<file path="src/rtl/ppp_pkg.sv">
`default_nettype none

package ppp_pkg;

    // Default field widths of the block.
    localparam int POSITION_BITS_DEFAULT = 32;
    localparam int ANGLE_BITS_DEFAULT    = 16;

    // The angle is carried as a 32-bit fraction of one turn inside the rotator.
    localparam int TURN_BITS    = 32;
    localparam int CORDIC_STEPS = 24;

    // Rotator word widths: Q2.30 data with headroom, and the residual angle.
    localparam int XYW      = 34;
    localparam int ZW       = TURN_BITS + 1;
    localparam int CS_BITS  = 32;
    localparam int QUAD_BITS = 2;

    // 1/K in Q2.30, so that the rotator output needs no gain correction.
    localparam logic signed [XYW-1:0] CORDIC_INV_GAIN = 34'sd652032874;

    // atan(2^-i) in units of 2^-32 turn.
    localparam logic [TURN_BITS-1:0] ATAN_TURNS [CORDIC_STEPS] = '{
        32'h20000000, 32'h12E4051E, 32'h09FB385B, 32'h051111D4,
        32'h028B0D43, 32'h0145D7E1, 32'h00A2F61E, 32'h00517C55,
        32'h0028BE53, 32'h00145F2F, 32'h000A2F98, 32'h000517CC,
        32'h00028BE6, 32'h000145F3, 32'h0000A2FA, 32'h0000517D,
        32'h000028BE, 32'h0000145F, 32'h00000A30, 32'h00000518,
        32'h0000028C, 32'h00000146, 32'h000000A3, 32'h00000051
    };

    // Configuration register indexes.
    localparam int CFG_ADDR_BITS = 2;
    typedef enum logic [CFG_ADDR_BITS-1:0] {
        REG_MOVE_FORWARD = 2'd0,
        REG_MOVE_LATERAL = 2'd1,
        REG_TURN_STEP    = 2'd2
    } cfg_reg_t;

endpackage

`default_nettype wire

</file>
<file path="src/rtl/ppp_cordic_cell.sv">
`default_nettype none

module ppp_cordic_cell #(
    parameter int STEP  = 0,
    parameter int PAY_W = 1
) (
    input  wire logic                              aclk,
    input  wire logic                              aresetn,
    input  wire logic                              in_valid,
    output logic                                   in_ready,
    input  wire logic signed [ppp_pkg::XYW-1:0]    in_x,
    input  wire logic signed [ppp_pkg::XYW-1:0]    in_y,
    input  wire logic signed [ppp_pkg::ZW-1:0]     in_z,
    input  wire logic        [PAY_W-1:0]           in_pay,
    output logic                                   out_valid,
    input  wire logic                              out_ready,
    output logic signed      [ppp_pkg::XYW-1:0]    out_x,
    output logic signed      [ppp_pkg::XYW-1:0]    out_y,
    output logic signed      [ppp_pkg::ZW-1:0]     out_z,
    output logic             [PAY_W-1:0]           out_pay
);
    import ppp_pkg::*;

    localparam logic signed [ZW-1:0] STEP_ANGLE =
        $signed({{(ZW-TURN_BITS){1'b0}}, ATAN_TURNS[STEP]});

    logic                    valid_reg;
    logic signed [XYW-1:0]   x_reg, y_reg, x_next, y_next, x_sh, y_sh;
    logic signed [ZW-1:0]    z_reg, z_next;
    logic        [PAY_W-1:0] pay_reg;

    // One micro-rotation; both shifts use the incoming x and y.
    always_comb begin
        x_sh = in_x >>> STEP;
        y_sh = in_y >>> STEP;
        if (!in_z[ZW-1]) begin
            x_next = in_x - y_sh;
            y_next = in_y + x_sh;
            z_next = in_z - STEP_ANGLE;
        end else begin
            x_next = in_x + y_sh;
            y_next = in_y - x_sh;
            z_next = in_z + STEP_ANGLE;
        end
    end

    assign in_ready = !valid_reg || out_ready;

    always_ff @(posedge aclk) begin
        if (!aresetn) begin
            valid_reg <= 1'b0;
        end else if (in_ready) begin
            valid_reg <= in_valid;
        end
        if (in_ready && in_valid) begin
            x_reg   <= x_next;
            y_reg   <= y_next;
            z_reg   <= z_next;
            pay_reg <= in_pay;
        end
    end

    assign out_valid = valid_reg;
    assign out_x     = x_reg;
    assign out_y     = y_reg;
    assign out_z     = z_reg;
    assign out_pay   = pay_reg;

endmodule

`default_nettype wire

</file>
<file path="config.mk">
export PLATFORM = sky130hd
export DESIGN_NAME = ppp_cordic_cell
export DESIGN_NICKNAME = d
export VERILOG_FILES = /design/src/rtl/ppp_pkg.sv /design/src/rtl/ppp_cordic_cell.sv
export SDC_FILE = /design/constraint.sdc
export NUM_CORES = 1
export LEC_CHECK = 0
export ABC_AREA = 1
export BUFFER_PORTS_ARGS = -buffer_cell sky130_fd_sc_hd__buf_2
export CAP_MARGIN = 20
export CORE_MARGIN = 4
export CORE_UTILIZATION = 60
export DETAILED_ROUTE_END_ITERATION = 12
export PLACE_DENSITY = 0.86
export SETUP_SLACK_MARGIN = 0.2
export SLEW_MARGIN = 20
export SYNTH_ARGS = -nofsm -noshare
export SYNTH_HDL_FRONTEND = slang
export SYNTH_SLANG_ARGS = --single-unit
export TNS_END_PERCENT = 30
</file>
<file path="constraint.sdc">
create_clock -name aclk -period 15.8 [get_ports aclk]
set_clock_uncertainty 0.15 [all_clocks]
set_input_delay 4.74 -clock aclk [delete_from_list [all_inputs] [get_ports aclk]]
set_output_delay 4.74 -clock aclk [all_outputs]
set_load 0.1 [all_outputs]
</file>
# == After elaboration in Yosys (flattened, before gate mapping) ==
# Cells that the tools add are included.
# op_classes
muxes,3
addsub,5
reduce_logical,3
# ops
op,count
34-bit two-way mux,2
34-bit subtractor,2
34-bit adder,1
33-bit by 31-bit adder with 33-bit output (second input constant),1
33-bit two-way mux,1
33-bit by 31-bit subtractor with 33-bit output (second input constant),1
1-bit logical AND,1
1-bit zero test,1
1-bit logical OR,1
# word_totals
wordCells,16
ff_bits,103
output_inout_bits,104
input_bits,106

# == Longest topological paths before layout ==
# Gate-level depths: netlist of the first run.
# depth
word_depth,3
depth_mapped,18
depth_no_buf,17

# == Worst setup path after synthesis of the first run ==
# OpenSTA, ideal clock, no wires.
# synth_path
path_type,input to register
start,in in_valid
end,"reg pay_reg, in the netlist out_pay, enable pin"
required_time_ps,15057
setup_ps,593
setup_slack_ps,5405
t_arrival_ps,9652
path_stages,2
path_buffers,0
cell_sequence,inv_1 -> a21oi_1
# synth_via
elab_chain_cells,1
# synth_lines
item,line,source
"start, declared",ppp_cordic_cell.sv:9,"input wire logic in_valid,"
1-bit logical AND,ppp_cordic_cell.sv:55,if (in_ready && in_valid) begin
"end signal, assigned",ppp_cordic_cell.sv:59,pay_reg <= in_pay;
"end, declared",ppp_cordic_cell.sv:30,logic [PAY_W-1:0] pay_reg;
# No other way between the ends.
# A chain may end at the register's enable or synchronous reset.

# == Worst setup path in the final report of the first run ==
# layout_path
start,in out_ready
end,out in_ready
# layout_via
elab_chain_cells,1
# layout_lines
item,line,source
"start, declared",ppp_cordic_cell.sv:16,"input wire logic out_ready,"
1-bit logical OR,ppp_cordic_cell.sv:47,assign in_ready = !valid_reg || out_ready;
"end, declared",ppp_cordic_cell.sv:10,"output logic in_ready,"
# No other way between the ends.

==> results of run 1 <==
[report_power, final]
group | internal, uW | switching [uW] | leakage [uW]
logic | 114 | 419 | 0.00488
clock network | 110 | 119 | 0.000133
registers | 333 | 6.35 | 0.000990
[flip-flops by register name, indices dropped and copies added (netlist names)]
| name | count |
|---|---|
| out_x | 33 |
| out_y | 34 |
| out_valid | 1 |
| out_z | 33 |
| out_pay | 1 |
[worst min-delay path, stage by stage, from the launching register on]
cell and delay, ns:
sky130_fd_sc_hd__dfxtp_1 0.35, sky130_fd_sc_hd__nand2_1 0.11, sky130_fd_sc_hd__a21boi_0 0.10
[layout make-up]
class	instances	area share (%)
clock buffers	10	1.94
clock inverters	6	0.467
inverters	220	7.00
multi-input cells	1157	53.3
flip-flops and latches	102	25.9
well taps	220	2.33
repair buffers	212	9.06
[metrics by stage]
stage / instance area (sq um) / util [%] / total power [uW]
4_1_cts: 11800 / 70.1 / 1090
6_report: 11800 / 70.1 / 1100
5_1_grt: 11800 / 70.1 / 1150
3_3_place_gp: 11500 / 68.5 / 857
3_5_place_dp: 11500 / 68.5 / 866
2_1_floorplan: 10400 / - / 757
[layer usage]
metal	global-route usage (%)	up-vias
li1	-	5342
met1	47.3	5134
met2	54.9	735
met3	6.44	101
met4	10.4	0
met5	0	-
[cell families (layout without fill, tap and decap cells)]
logic type	count (synthesis)	in the layout	share of synthesized area (%)
adders and majority gates	106	106	13.0
DFF	102	102	29.2
buffers and inverters	264	448	10.7
and+or+nand+nor	749	749	30.6
xor gates and xnor gates	23	23	1.93
AOI/OAI and AO/OA	279	279	14.6
[placed cells by master, fill, tap and decap left out, drive strengths merged, types with 7 or more instances in the layout]
| cell | instances |
|---|---|
| a21o | 12 |
| nand4 | 11 |
| o22ai | 9 |
| nor3 | 15 |
| o21ai | 102 |
| or2 | 7 |
| nor2 | 155 |
| buf | 212 |
| a21oi | 133 |
| edfxtp | 101 |
| clkbuf | 10 |
| o21bai | 10 |
| nand3 | 147 |
| xor2 | 23 |
| nand2 | 406 |
| inv | 222 |
| ha | 102 |
[worst max path at each step]
stage,startpoint,to,slack [ns],cells past startpoint
6_report,out_ready,in_ready,5.49,4
5_1_grt,out_ready,in_ready,5.47,4
3_5_place_dp,out_ready,in_ready,5.49,4
3_3_place_gp,out_ready,in_ready,5.55,4
2_1_floorplan,in_valid,out_pay,5.41,2
4_1_cts,out_ready,in_ready,5.48,4
==> key figures, run 1 <==
Outcome
  • Run status: finished clean

GRT
  • Aggregate global routing overflow: 0
  • Global-route wire length before repair: 53900 um
  • Largest net degree at the start of global routing: 78
  • Number of global-route vias before repair: 10700
  • Number of antenna violations at the first check in global routing: 0
  • Total GRT Usage: 34.2%

Detailed routing
  • Routed vias: 11300
  • WL/cell: 18.0 um
  • Residual DRC: 0
  • Met2 wirelength from detailed routing: 15200 um
  • Via density per instance: 5.87
  • Final ANT Viol Nets: 0
  • Uppermost layer routed: met4
  • Aggregate routed wire length: 34600 um
  • Detailed Routing Iterations Pass 1: 6
  • Count of routing violations after the opening detailed-route iteration: 1239
  • Wire length on met3: 3990 um
  • Wire length the detailed router placed on met1: 14500 um

Placement
  • Cells after DPL: 1911
  • Number of port buffers: 209
  • Routability congestion estimate from global placement: 0.997
  • Half-perimeter wire length after detailed placement: 28100 um
  • Worst setup slack after placement: 5.49 ns

Logic synthesis
  • #FFs+latches synth: 102
  • Most frequent cell after synthesis: sky130_fd_sc_hd__nand2_1
  • Number of flops mapped to enable cells by yosys: 101
  • Average footprint of a synthesized cell: 6.86 sq um
  • Dominant cell type by area after synthesis: sky130_fd_sc_hd__edfxtp_1
  • Area of the mapped netlist: 0.0104 sq mm
  • Primary flip-flop cell chosen by synthesis mapping: sky130_fd_sc_hd__edfxtp_1
  • Most frequent cells after synthesis: sky130_fd_sc_hd__nand2_1, sky130_fd_sc_hd__inv_1, sky130_fd_sc_hd__nand3_1
  • Distinct cells, synth: 43
  • Async set-reset flop share out of synthesis: 0%
  • Share of the synthesized area in the top cell type: 29.0%
  • Number of nets in the synthesized netlist: 1735
  • Proportion of synthesized chip area in sequential cells: 29.2%
  • Post-synthesis instance total: 1523
  • Leading cell types by total area after synthesis: sky130_fd_sc_hd__edfxtp_1, sky130_fd_sc_hd__nand2_1, sky130_fd_sc_hd__ha_1
  • Yosys warns: 0

Floorplanning
  • Boundary pin count: 210
  • Floorplan core area: 0.0168 sq mm
  • Die Height: 140 um
  • Die Wd: 140 um
  • Effective utilization at floorplan: 62.1%
  • Total number of placement rows: 47
  • Die footprint: 0.0196 sq mm

Worst setup path
  • Highest-delay cell along the critical path: sky130_fd_sc_hd__buf_2
  • Cell type with the highest occurrence count on the critical path: sky130_fd_sc_hd__buf_2
  • Sequence of cells on the critical path: buf_2 > inv_1 > nand2_1 > buf_2
  • Setup Crit Path Kind: in -> out
  • Worst reg-to-reg setup slack: 13.31 ns
  • Crit path capture type: primary output
  • Maximum cell stage delay along the critical path: 0.43 ns
  • Worst Path Required: 10.91 ns
  • Crit-path max FO: 2
  • Kind of start point of the critical path: input pin
  • Depth of the worst register-to-register path: 2
  • WP buf/inv: 3
  • Origin of the critical flop-to-flop path: out_valid
  • End of the worst register-to-register path: out_y[20]
  • Worst EP arrival: 5.42 ns
  • Worst path top cell family by delay: buffers and inverters

Min path
  • Worst hold path depth: 2
  • Worst min-delay path endpoint: out_valid
  • Path class of the lowest-slack min-delay path: reg -> reg
  • Startpoint of the worst hold path: out_valid

Clock network
  • Cts bufs inserted: 9
  • TritonCTS Sinks: 102
  • Max Buffers Root-to-Sink: 2
  • Post-CTS clock slew at the launch and capture registers of the worst setup and hold paths: 0.08 ns
  • Hold-fix buffers at CTS: 0
  • Number of buffers added for setup after CTS: 0
  • Count of cells resized by post-cts repair: 0
  • Clock network latency to the later pin of the worst-skew pair: 0.35 ns
  • Clk Tree Root Cell: sky130_fd_sc_hd__clkbuf_16
  • Clock tree from TritonCTS: yes
  • Maximum level of the CTS H-tree: 3

Finish
  • Total area of multi-input combinational cells: 0.00629 sq mm
  • Count of nets after finishing: 1914
  • Post-synthesis to final-layout area growth: 12.9%
  • Finished Layout Cells: 1927
  • Antenna diode instance count: 0
  • Sequential cell area: 0.00305 sq mm
  • Filler cells: 1435
  • Share of post-route cells with drive strength above 1: 16.3%

Timing
  • Final Worst Setup Slack: 5.49 ns
  • WHS: 0.463 ns
  • RSZ-0062 raised after global routing: false
  • Tmin final: 10.31 ns
  • Worst max-slew margin expressed relative to the limit: 33.9%
  • Max Slew Vio Count: 0
  • Slew at the pin with the worst max-slew slack: 0.991 ns
  • Total negative slack: 0 ns
  • Final setup violation count: 0
  • Hold Vio Cnt, Final: 0
  • Achievable clock frequency: 0.0970 GHz
  • Share of the clock period used by the worst path after layout: 65.2%

Power
  • Static power due to leakage: 0.00600 uW
  • Largest vdd supply drop: 0.0699 mV
  • Power per unit of standard cell area: 93.4 mW/mm^2

Job
  • Number of maximum-capacitance violations: 0
(Power assumes the default switching activity.)
==> run 2, diff against run 1 <==
--- a/config.mk
+++ b/config.mk
@@ -9,9 +9,9 @@
 export BUFFER_PORTS_ARGS = -buffer_cell sky130_fd_sc_hd__buf_2
 export CAP_MARGIN = 20
 export CORE_MARGIN = 4
-export CORE_UTILIZATION = 60
+export CORE_UTILIZATION = 52
 export DETAILED_ROUTE_END_ITERATION = 12
-export PLACE_DENSITY = 0.86
+export PLACE_DENSITY = 0.79
 export SETUP_SLACK_MARGIN = 0.2
 export SLEW_MARGIN = 20
 export SYNTH_ARGS = -nofsm -noshare
==> constraint.sdc (replaced) <==
create_clock -name aclk -period 8.52 [get_ports aclk]
set_clock_uncertainty 0.15 [all_clocks]
set_input_delay 2.556 -clock aclk [delete_from_list [all_inputs] [get_ports aclk]]
set_output_delay 2.556 -clock aclk [all_outputs]
set_load 0.1 [all_outputs]
==> run 2 against run 1 <==
  * Global-route usage decreased by 4.3 points
  * Utilization decreased by 9.4 points
  * Sequential power increased by 85%
  * Combinational power increased by 85%
  * Hold slack got worse by 0.053 ns
  * Critical path depth unchanged
  * Sequential cell count unchanged
  * Clock power increased by 100%
  * First-iteration DRC count decreased by 18%
  * Wire length decreased by 1.2%
  * Count of clock-buffer cells in the layout decreased by 1
==> key figures, run 2 (synthesis gave the netlist of run 1 again) <==
Finish
  • Filler cells: 1872 (was 1435)
  • Post-synthesis to final-layout area growth: 13.9% (was 12.9%)
  • Share of the core filled with cells in the final layout: 60.8% (was 70.1%)
  • Leading cell type in the layout, fill and taps excluded: sky130_fd_sc_hd__nand2_1 (unchanged)
  • Count of nets after finishing: 1915 (was 1914)
  • Largest register FFs: 34 (unchanged)
  • Highest-count cells in the layout ignoring fill and taps: sky130_fd_sc_hd__nand2_1, sky130_fd_sc_hd__inv_1, sky130_fd_sc_hd__buf_2 (unchanged)
  • Antenna diode instance count: 0 (unchanged)
  • Share of post-route cells with drive strength above 1: 16.5% (was 16.3%)

Timing
  • Share of the clock period used by the worst path after layout: 69.2%
  • Total negative slack: 0 ns (unchanged)
  • Hold Vio Cnt, Final: 0 (unchanged)
  • RSZ-0062 raised after global routing: false (unchanged)
  • Worst max-slew margin expressed relative to the limit: 43.3% (was 33.9%)
  • Achievable clock frequency: 0.170 GHz
  • Tmin final: 5.90 ns
  • Final setup violation count: 0 (unchanged)
  • Slew at the pin with the worst max-slew slack: 0.849 ns (was 0.991 ns)
  • Max Slew Vio Count: 0 (unchanged)

Floorplanning
  • Boundary pin count: 210 (unchanged)
  • Die Wd: 150 um (was 140 um)
  • Effective utilization at floorplan: 53.3% (was 62.1%)
  • Die Height: 150 um (was 140 um)
  • Floorplan core area: 0.0196 sq mm (was 0.0168 sq mm)
  • Die footprint: 0.0224 sq mm (was 0.0196 sq mm)
  • Total number of placement rows: 51 (was 47)

Detailed routing
  • Detailed Routing Iterations Pass 1: 6 (unchanged)
  • Count of routing violations after the opening detailed-route iteration: 1012 (was 1239)
  • Residual DRC: 0 (unchanged)
  • Final ANT Viol Nets: 0 (unchanged)
  • Aggregate routed wire length: 34200 um (was 34600 um)
  • Via density per instance: 5.54 (was 5.87)
  • WL/cell: 17.3 um (was 18.0 um)
  • Routed vias: 10900 (was 11300)

Worst setup path
  • Depth of the worst register-to-register path: 2 (unchanged)
  • Kind of start point of the critical path: input pin (unchanged)
  • Worst Path Required: 5.81 ns (was 10.91 ns)
  • Setup Crit Path Kind: in -> out (unchanged)
  • Crit-path max FO: 2 (unchanged)
  • Crit path capture type: primary output (unchanged)
  • End of the worst register-to-register path: out_x[27] (was out_y[20])
  • Worst reg-to-reg setup slack: 6.46 ns (was 13.31 ns)
  • Worst EP arrival: 3.19 ns (was 5.42 ns)
  • Origin of the critical flop-to-flop path: out_valid (unchanged)

Placement
  • Routability congestion estimate from global placement: 0.961 (was 0.997)
  • Number of port buffers: 209 (unchanged)
  • Half-perimeter wire length after detailed placement: 28300 um (was 28100 um)

Outcome
  • Run status: finished clean (unchanged)

Clock network
  • Number of buffers added for setup after CTS: 0 (unchanged)
  • Clock network latency to the later pin of the worst-skew pair: 0.36 ns (was 0.35 ns)
  • Count of cells resized by post-cts repair: 0 (unchanged)
  • Cts bufs inserted: 9 (unchanged)
  • Clk Tree Root Cell: sky130_fd_sc_hd__clkbuf_16 (unchanged)
  • Clock tree from TritonCTS: yes (unchanged)
  • TritonCTS Sinks: 102 (unchanged)
  • Post-CTS clock slew at the launch and capture registers of the worst setup and hold paths: 0.08 ns (about the same)
  • Hold-fix buffers at CTS: 0 (unchanged)
  • Max Buffers Root-to-Sink: 2 (unchanged)
  • Maximum level of the CTS H-tree: 3 (unchanged)

Power
  • Static power due to leakage: 0.00603 uW (was 0.00600 uW)
  • Largest vdd supply drop: 0.0967 mV (was 0.0699 mV)
  • Power per unit of standard cell area: 175 mW/mm^2 (was 93.4 mW/mm^2)

Min path
  • Worst min-delay path endpoint: out_valid (unchanged)
  • Startpoint of the worst hold path: out_valid (unchanged)
  • Path class of the lowest-slack min-delay path: reg -> reg (unchanged)
  • Worst hold path depth: 2 (unchanged)

GRT
  • Largest net degree at the start of global routing: 66 (was 78)
  • Number of antenna violations at the first check in global routing: 0 (unchanged)
  • Total GRT Usage: 30.0% (was 34.2%)
  • Number of global-route vias before repair: 10200 (was 10700)
  • Global-route wire length before repair: 52500 um (was 53900 um)
  • Aggregate global routing overflow: 0 (unchanged)

Job
  • Number of maximum-capacitance violations: 0 (unchanged)
-- run 2: cell types whose count changed in the layout (fill, tap and decap cells not counted) --
cell	change
sky130_fd_sc_hd__inv_6	+3
sky130_fd_sc_hd__clkbuf_1	-1
sky130_fd_sc_hd__bufinv_16	+1
sky130_fd_sc_hd__clkinv_8	+2
sky130_fd_sc_hd__clkinv_4	-2
sky130_fd_sc_hd__clkinvlp_4	-2
sky130_fd_sc_hd__buf_4	+1
sky130_fd_sc_hd__inv_8	-1
-- run 2: worst max path at each step --
stage,from,to,slack (ns),cells past startpoint
after floorplan,in_valid,out_pay,0.31,2
after global placement,out_ready,in_ready,2.63,4
after detailed placement,out_ready,in_ready,2.62,4
after CTS,out_ready,in_ready,2.62,4
after global routing,out_ready,in_ready,2.61,4
final,out_ready,in_ready,2.62,4
-- run 2: area by class of cell --
cell class / count / area (sq um) / area share (%)
flip-flops and latches: 102 / 3050 / 25.6
clock buffers: 9 / 225 / 1.89
inverters: 220 / 826 / 6.94
clock inverters: 7 / 100 / 0.841
repair buffers: 213 / 1080 / 9.04
well taps: 265 / 332 / 2.79
multi-input cells: 1157 / 6290 / 52.9
-- run 2: critical path: stages --
cell	delay, ns
sky130_fd_sc_hd__buf_2	0.08
sky130_fd_sc_hd__inv_1	0.06
sky130_fd_sc_hd__nand2_1	0.07
sky130_fd_sc_hd__buf_2	0.42
-- run 2: layer usage --
layer | GRT usage [%] | share of wire [%]
met1 | 42.8 | 45
met2 | 47.6 | 44
met3 | 4.15 | 8.7
met4 | 8.46 | 2.5
met5 | 0 | 0
-- run 2: through the flow --
stage	power [uW]	instance area [sq um]	hold slack, ns	setup slack, ns	cells
2_1_floorplan	1400	10400	1.55	0.309	1523
3_3_place_gp	1600	11600	0.389	2.63	1957
3_5_place_dp	1610	11600	0.397	2.62	1957
4_1_cts	2070	11900	0.407	2.62	1973
5_1_grt	2180	11900	0.430	2.61	1973
6_report	2080	11900	0.410	2.62	1973
-- run 2: report_power, final --
group          total [uW]  switching, uW  internal [uW]
clock network         467            228            239
logic                 984            771            213
registers             628           10.6            618
total                2080           1010           1070
